[src/design/gsv_pkg.sv]
// Shared types and codes for the GIF structure validator.
package gsv_pkg;

   localparam logic [1:0] VERDICT_BUSY  = 2'd0;
   localparam logic [1:0] VERDICT_OK    = 2'd1;
   localparam logic [1:0] VERDICT_ERROR = 2'd2;

   localparam logic [2:0] FAULT_NONE  = 3'd0;
   localparam logic [2:0] FAULT_SIG   = 3'd1;
   localparam logic [2:0] FAULT_MARK  = 3'd2;
   localparam logic [2:0] FAULT_SIZE  = 3'd3;
   localparam logic [2:0] FAULT_EARLY = 3'd4;
   localparam logic [2:0] FAULT_AFTER = 3'd5;

   typedef struct packed {
      logic [7:0] data_byte;
      logic       last_byte;
   } gsv_req_type;

   typedef struct packed {
      logic [1:0] verdict;
      logic [2:0] fault_kind;
      logic       is_version_89a;
   } gsv_rsp_type;

endpackage

[src/design/gsv_parser.sv]
// Per-byte GIF block parser: parse state registers and next-state logic.
module gsv_parser
   import gsv_pkg::*;
(
   input  logic        clock,
   input  logic        reset,
   input  logic        step_en,
   input  gsv_req_type byte_in,
   output gsv_rsp_type result
);

   typedef enum logic [4:0] {
      PH_SIG       = 5'd0,
      PH_LSD       = 5'd1,
      PH_GCT       = 5'd2,
      PH_E87       = 5'd3,
      PH_E89_FIRST = 5'd4,
      PH_LABEL_1ST = 5'd5,
      PH_LABEL     = 5'd6,
      PH_AFTER_EXT = 5'd7,
      PH_AFTER_GI  = 5'd8,
      PH_GCE_SIZE  = 5'd9,
      PH_GCE_BODY  = 5'd10,
      PH_GCE_TERM  = 5'd11,
      PH_APP_SIZE  = 5'd12,
      PH_PT_SIZE   = 5'd13,
      PH_APP_SKIP  = 5'd14,
      PH_PT_SKIP   = 5'd15,
      PH_CHX_SIZE  = 5'd16,
      PH_CHX_DATA  = 5'd17,
      PH_CHT_SIZE  = 5'd18,
      PH_CHT_DATA  = 5'd19,
      PH_IMG_DESC  = 5'd20,
      PH_LCT       = 5'd21,
      PH_LZW_SIZE  = 5'd22,
      PH_DONE      = 5'd23
   } phase_type;

   localparam logic [7:0] TRAILER     = 8'h3b;
   localparam logic [7:0] IMAGE_SEP   = 8'h2c;
   localparam logic [7:0] EXT_INTRO   = 8'h21;
   localparam logic [7:0] LABEL_GCE   = 8'hf9;
   localparam logic [7:0] LABEL_CMT   = 8'hfe;
   localparam logic [7:0] LABEL_PT    = 8'h01;
   localparam logic [7:0] LABEL_APP   = 8'hff;
   localparam logic [7:0] SIZE_GCE    = 8'h04;
   localparam logic [7:0] SIZE_APP    = 8'h0b;
   localparam logic [7:0] SIZE_PT     = 8'h0c;
   localparam logic [7:0] CHAR_7      = 8'h37;
   localparam logic [7:0] CHAR_9      = 8'h39;

   function automatic logic [7:0] sig_char(input logic [2:0] idx);
      case (idx)
         3'd0:    sig_char = 8'h47;
         3'd1:    sig_char = 8'h49;
         3'd2:    sig_char = 8'h46;
         3'd3:    sig_char = 8'h38;
         3'd4:    sig_char = CHAR_7;
         3'd5:    sig_char = 8'h61;
         default: sig_char = 8'h00;
      endcase
   endfunction

   // color table length: 3 << (size field + 1)
   function automatic logic [9:0] table_len(input logic [7:0] packed_byte);
      table_len = 10'd3 << ({1'b0, packed_byte[2:0]} + 4'd1);
   endfunction

   phase_type  phase_ff, phase_in, phase_step;
   logic [9:0] count_ff, count_in, count_step;
   logic [7:0] left_ff, left_in, left_step;
   logic       ver_ff, ver_in, ver_step;
   logic       app_ff, app_in, app_step;
   logic [7:0] latch_ff, latch_in, latch_step;
   logic [2:0] fault_ff, fault_in, fault_step, fault_cur;
   logic [7:0] b;
   logic [9:0] count_dec;
   logic [7:0] left_dec;
   logic       label_first;

   assign b         = byte_in.data_byte;
   assign count_dec = count_ff - 10'd1;
   assign left_dec  = left_ff - 8'd1;

   always_comb begin
      phase_step  = phase_ff;
      count_step  = count_ff;
      left_step   = left_ff;
      ver_step    = ver_ff;
      app_step    = app_ff;
      latch_step  = latch_ff;
      fault_step  = FAULT_NONE;
      label_first = (phase_ff == PH_LABEL_1ST);
      case (phase_ff)
         PH_SIG: begin
            if (count_ff[2:0] == 3'd4 && b == CHAR_9) begin
               ver_step = 1'b1;
            end else if (b != sig_char(count_ff[2:0])) begin
               fault_step = FAULT_SIG;
            end
            count_step = count_ff + 10'd1;
            if (count_ff >= 10'd5) phase_step = PH_LSD;
         end
         PH_LSD: begin
            if (count_ff == 10'd10) latch_step = b;
            if (count_ff >= 10'd12) begin
               if (latch_ff[7]) begin
                  count_step = table_len(latch_ff);
                  phase_step = PH_GCT;
               end else begin
                  phase_step = ver_ff ? PH_E89_FIRST : PH_E87;
               end
            end else begin
               count_step = count_ff + 10'd1;
            end
         end
         PH_GCT: begin
            count_step = count_dec;
            if (count_dec == 10'd0) phase_step = ver_ff ? PH_E89_FIRST : PH_E87;
         end
         PH_E87: begin
            if (b == IMAGE_SEP) begin
               phase_step = PH_IMG_DESC;
               count_step = 10'd1;
            end else begin
               fault_step = FAULT_MARK;
            end
         end
         PH_E89_FIRST, PH_AFTER_EXT: begin
            if (b == EXT_INTRO) begin
               phase_step = (phase_ff == PH_E89_FIRST) ? PH_LABEL_1ST : PH_LABEL;
            end else if (b == IMAGE_SEP) begin
               phase_step = PH_IMG_DESC;
               count_step = 10'd1;
            end else begin
               fault_step = FAULT_MARK;
            end
         end
         PH_LABEL_1ST, PH_LABEL: begin
            if (b == LABEL_GCE) begin
               phase_step = PH_GCE_SIZE;
            end else if (b == LABEL_CMT) begin
               phase_step = PH_CHX_SIZE;
            end else if (b == LABEL_PT) begin
               phase_step = PH_PT_SIZE;
            end else if (b == LABEL_APP && label_first) begin
               phase_step = PH_APP_SIZE;
               app_step   = 1'b1;
            end else begin
               fault_step = FAULT_MARK;
            end
         end
         PH_AFTER_GI: begin
            if (b == EXT_INTRO && app_ff) begin
               phase_step = PH_LABEL;
            end else if (b == TRAILER) begin
               phase_step = PH_DONE;
            end else begin
               fault_step = FAULT_MARK;
            end
         end
         PH_GCE_SIZE: begin
            if (b != SIZE_GCE) fault_step = FAULT_SIZE;
            count_step = 10'd4;
            phase_step = PH_GCE_BODY;
         end
         PH_GCE_BODY: begin
            count_step = count_dec;
            if (count_dec == 10'd0) phase_step = PH_GCE_TERM;
         end
         PH_GCE_TERM: begin
            if (b != 8'd0) fault_step = FAULT_SIZE;
            phase_step = PH_AFTER_EXT;
         end
         PH_APP_SIZE: begin
            if (b != SIZE_APP) fault_step = FAULT_SIZE;
            count_step = {2'b00, SIZE_APP};
            phase_step = PH_APP_SKIP;
         end
         PH_PT_SIZE: begin
            if (b != SIZE_PT) fault_step = FAULT_SIZE;
            count_step = {2'b00, SIZE_PT};
            phase_step = PH_PT_SKIP;
         end
         PH_APP_SKIP: begin
            count_step = count_dec;
            if (count_dec == 10'd0) phase_step = PH_CHT_SIZE;
         end
         PH_PT_SKIP: begin
            count_step = count_dec;
            if (count_dec == 10'd0) phase_step = PH_CHX_SIZE;
         end
         PH_CHX_SIZE: begin
            if (b == 8'd0) begin
               phase_step = PH_AFTER_EXT;
            end else begin
               left_step  = b;
               phase_step = PH_CHX_DATA;
            end
         end
         PH_CHT_SIZE: begin
            if (b == 8'd0) begin
               phase_step = PH_AFTER_GI;
            end else begin
               left_step  = b;
               phase_step = PH_CHT_DATA;
            end
         end
         PH_CHX_DATA: begin
            left_step = left_dec;
            if (left_dec == 8'd0) phase_step = PH_CHX_SIZE;
         end
         PH_CHT_DATA: begin
            left_step = left_dec;
            if (left_dec == 8'd0) phase_step = PH_CHT_SIZE;
         end
         PH_IMG_DESC: begin
            if (count_ff >= 10'd9) begin
               latch_step = b;
               if (b[7]) begin
                  count_step = table_len(b);
                  phase_step = PH_LCT;
               end else begin
                  phase_step = PH_LZW_SIZE;
               end
            end else begin
               count_step = count_ff + 10'd1;
            end
         end
         PH_LCT: begin
            count_step = count_dec;
            if (count_dec == 10'd0) phase_step = PH_LZW_SIZE;
         end
         PH_LZW_SIZE: begin
            phase_step = PH_CHT_SIZE;
         end
         PH_DONE: begin
            fault_step = FAULT_AFTER;
         end
         default: begin
            fault_step = FAULT_MARK;
         end
      endcase
   end

   // a held fault freezes parsing; a new fault leaves the parse state as it was
   always_comb begin
      phase_in = phase_ff;
      count_in = count_ff;
      left_in  = left_ff;
      ver_in   = ver_ff;
      app_in   = app_ff;
      latch_in = latch_ff;
      fault_in = fault_ff;
      if (fault_ff == FAULT_NONE) begin
         if (fault_step == FAULT_NONE) begin
            phase_in = phase_step;
            count_in = count_step;
            left_in  = left_step;
            ver_in   = ver_step;
            app_in   = app_step;
            latch_in = latch_step;
         end else begin
            fault_in = fault_step;
         end
      end
      fault_cur = fault_in;
      if (byte_in.last_byte && fault_in == FAULT_NONE && phase_in != PH_DONE) begin
         fault_cur = FAULT_EARLY;
      end
      result.fault_kind     = fault_cur;
      result.is_version_89a = ver_in;
      if (fault_cur != FAULT_NONE) begin
         result.verdict = VERDICT_ERROR;
      end else if (byte_in.last_byte) begin
         result.verdict = VERDICT_OK;
      end else begin
         result.verdict = VERDICT_BUSY;
      end
   end

   always_ff @(posedge clock) begin
      if (reset || (step_en && byte_in.last_byte)) begin
         phase_ff <= PH_SIG;
         count_ff <= 10'd0;
         left_ff  <= 8'd0;
         ver_ff   <= 1'b0;
         app_ff   <= 1'b0;
         latch_ff <= 8'd0;
         fault_ff <= FAULT_NONE;
      end else if (step_en) begin
         phase_ff <= phase_in;
         count_ff <= count_in;
         left_ff  <= left_in;
         ver_ff   <= ver_in;
         app_ff   <= app_in;
         latch_ff <= latch_in;
         fault_ff <= fault_in;
      end
   end

endmodule

[src/design/gif_structure_validator.sv]
// Top level of the GIF structure validator: input register, parser, result register.
// A byte goes from the input register through the parser into the result register; a
// stall on the result side can hold it in the input register.
// Throughput: one byte per cycle while the result side does not stall; the parse state updates once per byte.
// Stalls on the result side back up through the input register only.
// Reset (synchronous, active high) empties both registers and returns the
// parser to the first signature byte; the parser also resets after a final byte.
module gif_structure_validator
   import gsv_pkg::*;
(
   input  logic        clock,
   input  logic        reset,
   input  logic        req_valid,
   output logic        req_ready,
   input  gsv_req_type req_payload,
   output logic        rsp_valid,
   input  logic        rsp_ready,
   output gsv_rsp_type rsp_payload
);

   logic        in_valid_ff;
   gsv_req_type in_data_ff;
   logic        rsp_valid_ff;
   gsv_rsp_type rsp_data_ff;
   gsv_rsp_type step_result;
   logic        advance;

   assign advance   = in_valid_ff && (!rsp_valid_ff || rsp_ready);
   assign req_ready = !in_valid_ff || advance;

   gsv_parser u_parser (
      .clock   (clock),
      .reset   (reset),
      .step_en (advance),
      .byte_in (in_data_ff),
      .result  (step_result)
   );

   always_ff @(posedge clock) begin
      if (reset) begin
         in_valid_ff  <= 1'b0;
         rsp_valid_ff <= 1'b0;
      end else begin
         if (req_ready) in_valid_ff <= req_valid;
         if (advance) begin
            rsp_valid_ff <= 1'b1;
         end else if (rsp_ready) begin
            rsp_valid_ff <= 1'b0;
         end
      end
   end

   always_ff @(posedge clock) begin
      if (req_valid && req_ready) in_data_ff <= req_payload;
      if (advance) rsp_data_ff <= step_result;
   end

   assign rsp_valid   = rsp_valid_ff;
   assign rsp_payload = rsp_data_ff;

endmodule

[config.mk]
export PLATFORM = sky130hd
export DESIGN_NAME = gif_structure_validator
export DESIGN_NICKNAME = d
export VERILOG_FILES = /design/src/design/gsv_pkg.sv /design/src/design/gsv_parser.sv /design/src/design/gif_structure_validator.sv
export SDC_FILE = /design/constraint.sdc
export NUM_CORES = 1
export LEC_CHECK = 0
export BUFFER_PORTS_ARGS = -buffer_cell sky130_fd_sc_hd__buf_4
export CORE_AREA = 2 2 104 106
export CTS_CLUSTER_DIAMETER = 30
export CTS_CLUSTER_SIZE = 8
export DETAILED_ROUTE_END_ITERATION = 8
export DIE_AREA = 0 0 106 108
export SLEW_MARGIN = 5
export SYNTH_ARGS = -nofsm -noshare
export SYNTH_HDL_FRONTEND = slang
export SYNTH_HIERARCHICAL = 1
export SYNTH_SLANG_ARGS = --single-unit
[constraint.sdc]
create_clock -name clock -period 4.4 [get_ports clock]
set_clock_uncertainty 0.15 [all_clocks]
set_input_delay 0.44 -clock clock [delete_from_list [all_inputs] [get_ports clock]]
set_output_delay 0.44 -clock clock [all_outputs]
set_load 0.005 [all_outputs]
==> out/results.txt <==
Summing over every cut layer, the via total after detailed routing is 4794. The filler cells instantiated in the layout total 972. Max-cap violations in this run came to 0. The max-slew violation count is 0. The portion of total power attributed to combinational logic is 0.181, and the register bit count reported by yosys is 49. The tools report the highest clock frequency the design can meet as 242 MHz. The vertical die dimension was 108 µm; the remaining routing DRC violations was 0.

Most instantiated flip-flop cell in the synthesis netlist: sky130_fd_sc_hd__dfxtp_1. Ranked by total cell area, the synthesized netlist is headed by sky130_fd_sc_hd__dfxtp_1 15%, sky130_fd_sc_hd__edfxtp_1 9.9%, sky130_fd_sc_hd__ha_1 5.0%, sky130_fd_sc_hd__nand2_1 4.6%, sky130_fd_sc_hd__nor2_1 4.6%. In the routed layout, each cell is associated on average with a via count of 6.38.

Once the clock tree was built, the resizer swapped 0 gates to a different size. The floorplan has 37 rows. For the overall routing resource usage, the log shows 0.267. The run gives 0 as the number of antenna cells inserted. In this run the mean area of a mapped cell was 7.55 µm². Data on the critical path arrives at its endpoint at 4.05 ns.

Clock-pin slew was measured on the worst setup and hold paths at 0.09 ns. For the cell count after synthesis, the log shows 602. The die footprint was 11400 µm²; the maximum fanout along the worst path was 8. The root cell of the clock tree was sky130_fd_sc_hd__clkbuf_8. The clock network fraction of total power was 0.295. The detailed router finished its first iteration with 523 violations. After the last flow step, the layout net total stands at 645. In this run the power density over the cells is 190 nW/µm².

For the pin with the worst max-slew slack, the measured transition is 0.805 ns. The capture endpoint of the worst hold path was in_valid_ff$_SDFFE_PP0P_. Walking the worst path, the cells encountered are inv_1, ha_1, ha_1, o311a_1, or4_1, o21ai_0, a31oi_1, nor4_4, nand3_1, a21oi_1, o2111ai_1, a311o_1. The cell count after placement is 743, and the maximum resistive drop on vdd is 215 µV.

For this run the aggregate overflow at the end of global routing stands at 0. The number of global-route vias before repair came out at 4365. Among all stages on the critical path, the largest delay is contributed by sky130_fd_sc_hd__nor4_4.

For the synthesized cell area, the log shows 4550 µm². The congestion estimate from routability-driven global placement came to 0.990. The share of flip-flops with an asynchronous set or reset works out to 0.

The later pin in the worst-skew pair is clocked with a latency of 0.33 ns. CTS built an H-tree with a depth of 2. The worst setup path is captured at a flip-flop. For the worst max-slew margin expressed relative to the limit, the log shows 0.463. Cell taking the most area after synthesis: sky130_fd_sc_hd__dfxtp_1.

The global-route wire length before repair is 23900 µm. The worst setup path is launched from a flip-flop. The most prevalent standard cell on the critical path was sky130_fd_sc_hd__ha_1.

Starting utilization of the core area: 0.444. Once detailed placement completed, the half-perimeter wirelength came to 11000 µm. The tree built by TritonCTS fans out to 49 sinks.

The floorplan core area came out at 10200 µm². Adding up every negative setup slack in the final design gives 0 ns. The fraction of synthesized cell area taken by the top area cell type was 0.150; the number of buffers and inverters on the critical path was 1. In this run the critical register-to-register path is captured at rsp_payload[3]$_DFFE_PP_. The number of distinct library cells after synthesis is 77. The final critical-path share of the clock period is 0.937. TritonCTS built the clock tree. Counting along the longest clock path gives a buffer depth of 2.

In the final routed layout, each cell accounts on average for 19.7 µm. The largest single stage delay on the critical path is 0.54 ns. The run gives 3150 µm² as the area used by multi-input combinational logic.

The run finished with clean final reports. The analysis attributes to net switching a power of 287 µW. Internal power consumption: 658 µW. The hold violation count in the final report was 0; the die width was 106 µm.

After detailed routing, the total wire length is 14800 µm. Clock tree synthesis inserted a total of 5 buffers. The worst hold path begins at reset.

The kind of cell with the highest combined delay along the critical path is compound AO/OA/AOI/OAI gates. The synthesized design contains 15 enable-type register cells. For the worst flop-to-flop path, the logic depth is 12. The switching part of the total was 0.304.

Port buffer count: 20. The class of the tightest hold or removal check was input pin to flip-flop. The cell count of the worst hold path came out at 2.

For the sequential cell area fraction in the yosys report, the log shows 0.249. The number of nets in the synthesized netlist is 633. From synthesis to final layout, the design area changed by 9.25%.

The initial antenna violation count was 1; the fraction of final layout cells with drive strength greater than 1 was 0.125. By startpoint and endpoint, the worst setup path is classified as flip-flop to flip-flop. The worst-case register-to-register setup slack was 0.28 ns; the total setup violations reported at the end of the flow was 0. Entering global routing, the biggest net connects 33 pins.

The logs give 751 for the final cell count without fillers and 6 for the number of detailed-route iterations in the first pass. The number of ports placed on the die boundary came out at 21. The number of hold buffers added after CTS was 0. The count of nets left with antenna violations once routing finished came out at 0. During synthesis, Yosys emitted a total of 6 warnings.

Buffers added to address setup during post-CTS repair amount to 0. The tools report the static power due to leakage as 1.81 nW. The source of the worst register-to-register timing path is u_parser/count_ff[1]$_SDFFE_PP0P_. The clock period minus worst slack works out to 4.12 ns. Required time of the critical path: 4.33 ns. Tracing the worst setup path back leads to its startpoint at u_parser/count_ff[1]$_SDFFE_PP0P_. The tools report the flip-flop and latch area as 1130 µm².

The sequential share of power is 0.525. Setup repair after global routing left no endpoint under its margin.
## registers in the layout, summed over array words and instances, names as in the netlist
register           flops
u_parser/count_ff     10
in_data_ff             9
u_parser/left_ff       8
rsp_payload            6
u_parser/phase_ff      5
u_parser/latch_ff      4
u_parser/fault_ff      3
in_valid_ff            1
rsp_valid              1
u_parser/app_ff        1
u_parser/ver_ff        1
## how the worst max path moves through the flow
stage	end	depth (start not counted)
floorplan	rsp_payload[3]$_DFFE_PP_	13
global placement	rsp_payload[3]$_DFFE_PP_	11
detailed placement	rsp_payload[3]$_DFFE_PP_	11
CTS	rsp_payload[3]$_DFFE_PP_	11
global route	rsp_payload[3]$_DFFE_PP_	12
finish	rsp_payload[3]$_DFFE_PP_	12
## cell type report
class	count	area share
Sequential cell	49	0.228
Timing Repair Buffer	46	0.0695
Inverter	22	0.0166
Multi-Input combinational cell	490	0.634
Clock inverter	2	0.00327
Clock buffer	6	0.0146
Tap cell	136	0.0343
## synthesized netlist by cell type, types with 8 or more instances
cell type / instances
sky130_fd_sc_hd__nand2_1: 56
sky130_fd_sc_hd__edfxtp_1: 15
sky130_fd_sc_hd__mux2i_1: 9
sky130_fd_sc_hd__ha_1: 18
sky130_fd_sc_hd__buf_2: 8
sky130_fd_sc_hd__a211oi_1: 11
sky130_fd_sc_hd__a21oi_1: 40
sky130_fd_sc_hd__dfxtp_1: 34
sky130_fd_sc_hd__clkbuf_1: 26
sky130_fd_sc_hd__nor3_1: 19
sky130_fd_sc_hd__xnor2_1: 10
sky130_fd_sc_hd__nor2_1: 56
sky130_fd_sc_hd__nor2b_1: 12
sky130_fd_sc_hd__o31ai_1: 12
sky130_fd_sc_hd__o21ai_0: 37
sky130_fd_sc_hd__inv_1: 22
sky130_fd_sc_hd__nand3_1: 29
sky130_fd_sc_hd__nor3b_1: 12
sky130_fd_sc_hd__nand2b_1: 16
## cell families (layout without fill, tap and decap cells)
logic type | Yosys count | count (layout) | share of synthesized area
buf+inv | 63 | 76 | 0.0586
compound gates | 173 | 173 | 0.254
fa+ha+maj | 18 | 18 | 0.0495
flops | 49 | 49 | 0.249
mux | 11 | 11 | 0.0248
xor+xnor | 17 | 17 | 0.0327
simple gates | 271 | 271 | 0.332
## stage by stage
step / utilization / hold slack, ns / area, µm² / power, mW / setup slack, ns
after floorplan: - / 0.287 / 4550 / 0.617 / 0.460
after global placement: 0.477 / 0.314 / 4880 / 0.674 / 0.436
after detailed placement: 0.477 / 0.322 / 4880 / 0.673 / 0.347
after CTS: 0.486 / 0.105 / 4970 / 0.951 / 0.292
after global routing: 0.486 / 0.110 / 4970 / 0.990 / 0.0219
final: 0.486 / 0.119 / 4970 / 0.945 / 0.276
## layout by cell type (no fill, tap or decap), types with 5 or more instances in the layout
cell                        n
sky130_fd_sc_hd__and3_1     6
sky130_fd_sc_hd__nand3_1   29
sky130_fd_sc_hd__mux2i_1    9
sky130_fd_sc_hd__or4_1      7
sky130_fd_sc_hd__a31oi_1    7
sky130_fd_sc_hd__nor4_1     6
sky130_fd_sc_hd__o31ai_1   12
sky130_fd_sc_hd__o311ai_0   5
sky130_fd_sc_hd__ha_1      18
sky130_fd_sc_hd__inv_1     22
sky130_fd_sc_hd__nor2b_1   12
sky130_fd_sc_hd__a211oi_1  11
sky130_fd_sc_hd__xnor2_1   10
sky130_fd_sc_hd__nand2b_1  16
sky130_fd_sc_hd__o211ai_1   6
sky130_fd_sc_hd__o21ai_0   37
sky130_fd_sc_hd__nor2_1    56
sky130_fd_sc_hd__nand2_1   56
sky130_fd_sc_hd__nor3_1    19
sky130_fd_sc_hd__or3_1      7
sky130_fd_sc_hd__o221ai_1   5
sky130_fd_sc_hd__a21oi_1   40
sky130_fd_sc_hd__edfxtp_1  15
sky130_fd_sc_hd__and2_1     7
sky130_fd_sc_hd__dfxtp_1   34
sky130_fd_sc_hd__nor3b_1   12
sky130_fd_sc_hd__xor2_1     7
sky130_fd_sc_hd__buf_4     46
sky130_fd_sc_hd__o21ai_1    5
sky130_fd_sc_hd__clkbuf_8   5
## worst reg2reg max path, stage by stage, from the launching register on
cell	delay, ns
sky130_fd_sc_hd__dfxtp_1	0.45
sky130_fd_sc_hd__inv_1	0.17
sky130_fd_sc_hd__ha_1	0.24
sky130_fd_sc_hd__ha_1	0.24
sky130_fd_sc_hd__o311a_1	0.35
sky130_fd_sc_hd__or4_1	0.39
sky130_fd_sc_hd__o21ai_0	0.17
sky130_fd_sc_hd__a31oi_1	0.23
sky130_fd_sc_hd__nor4_4	0.55
sky130_fd_sc_hd__nand3_1	0.19
sky130_fd_sc_hd__a21oi_1	0.20
sky130_fd_sc_hd__o2111ai_1	0.18
sky130_fd_sc_hd__a311o_1	0.38
## power groups by stage
stage	clock, mW	sequential [mW]	combinational, mW
after floorplan	0	0.494	0.123
after global placement	0	0.506	0.168
after detailed placement	0	0.506	0.166
after CTS	0.288	0.496	0.167
after global routing	0.306	0.499	0.185
final	0.279	0.496	0.171
## metal layers
metal	vias up	GRT usage	part of all wire
met5	-	0	0
met2	235	0.406	0.44
met4	0	0.0865	0.019
met1	2272	0.382	0.45
li1	2263	-	-
met3	24	0.0536	0.086
Power figures use the tool's default switching activity.
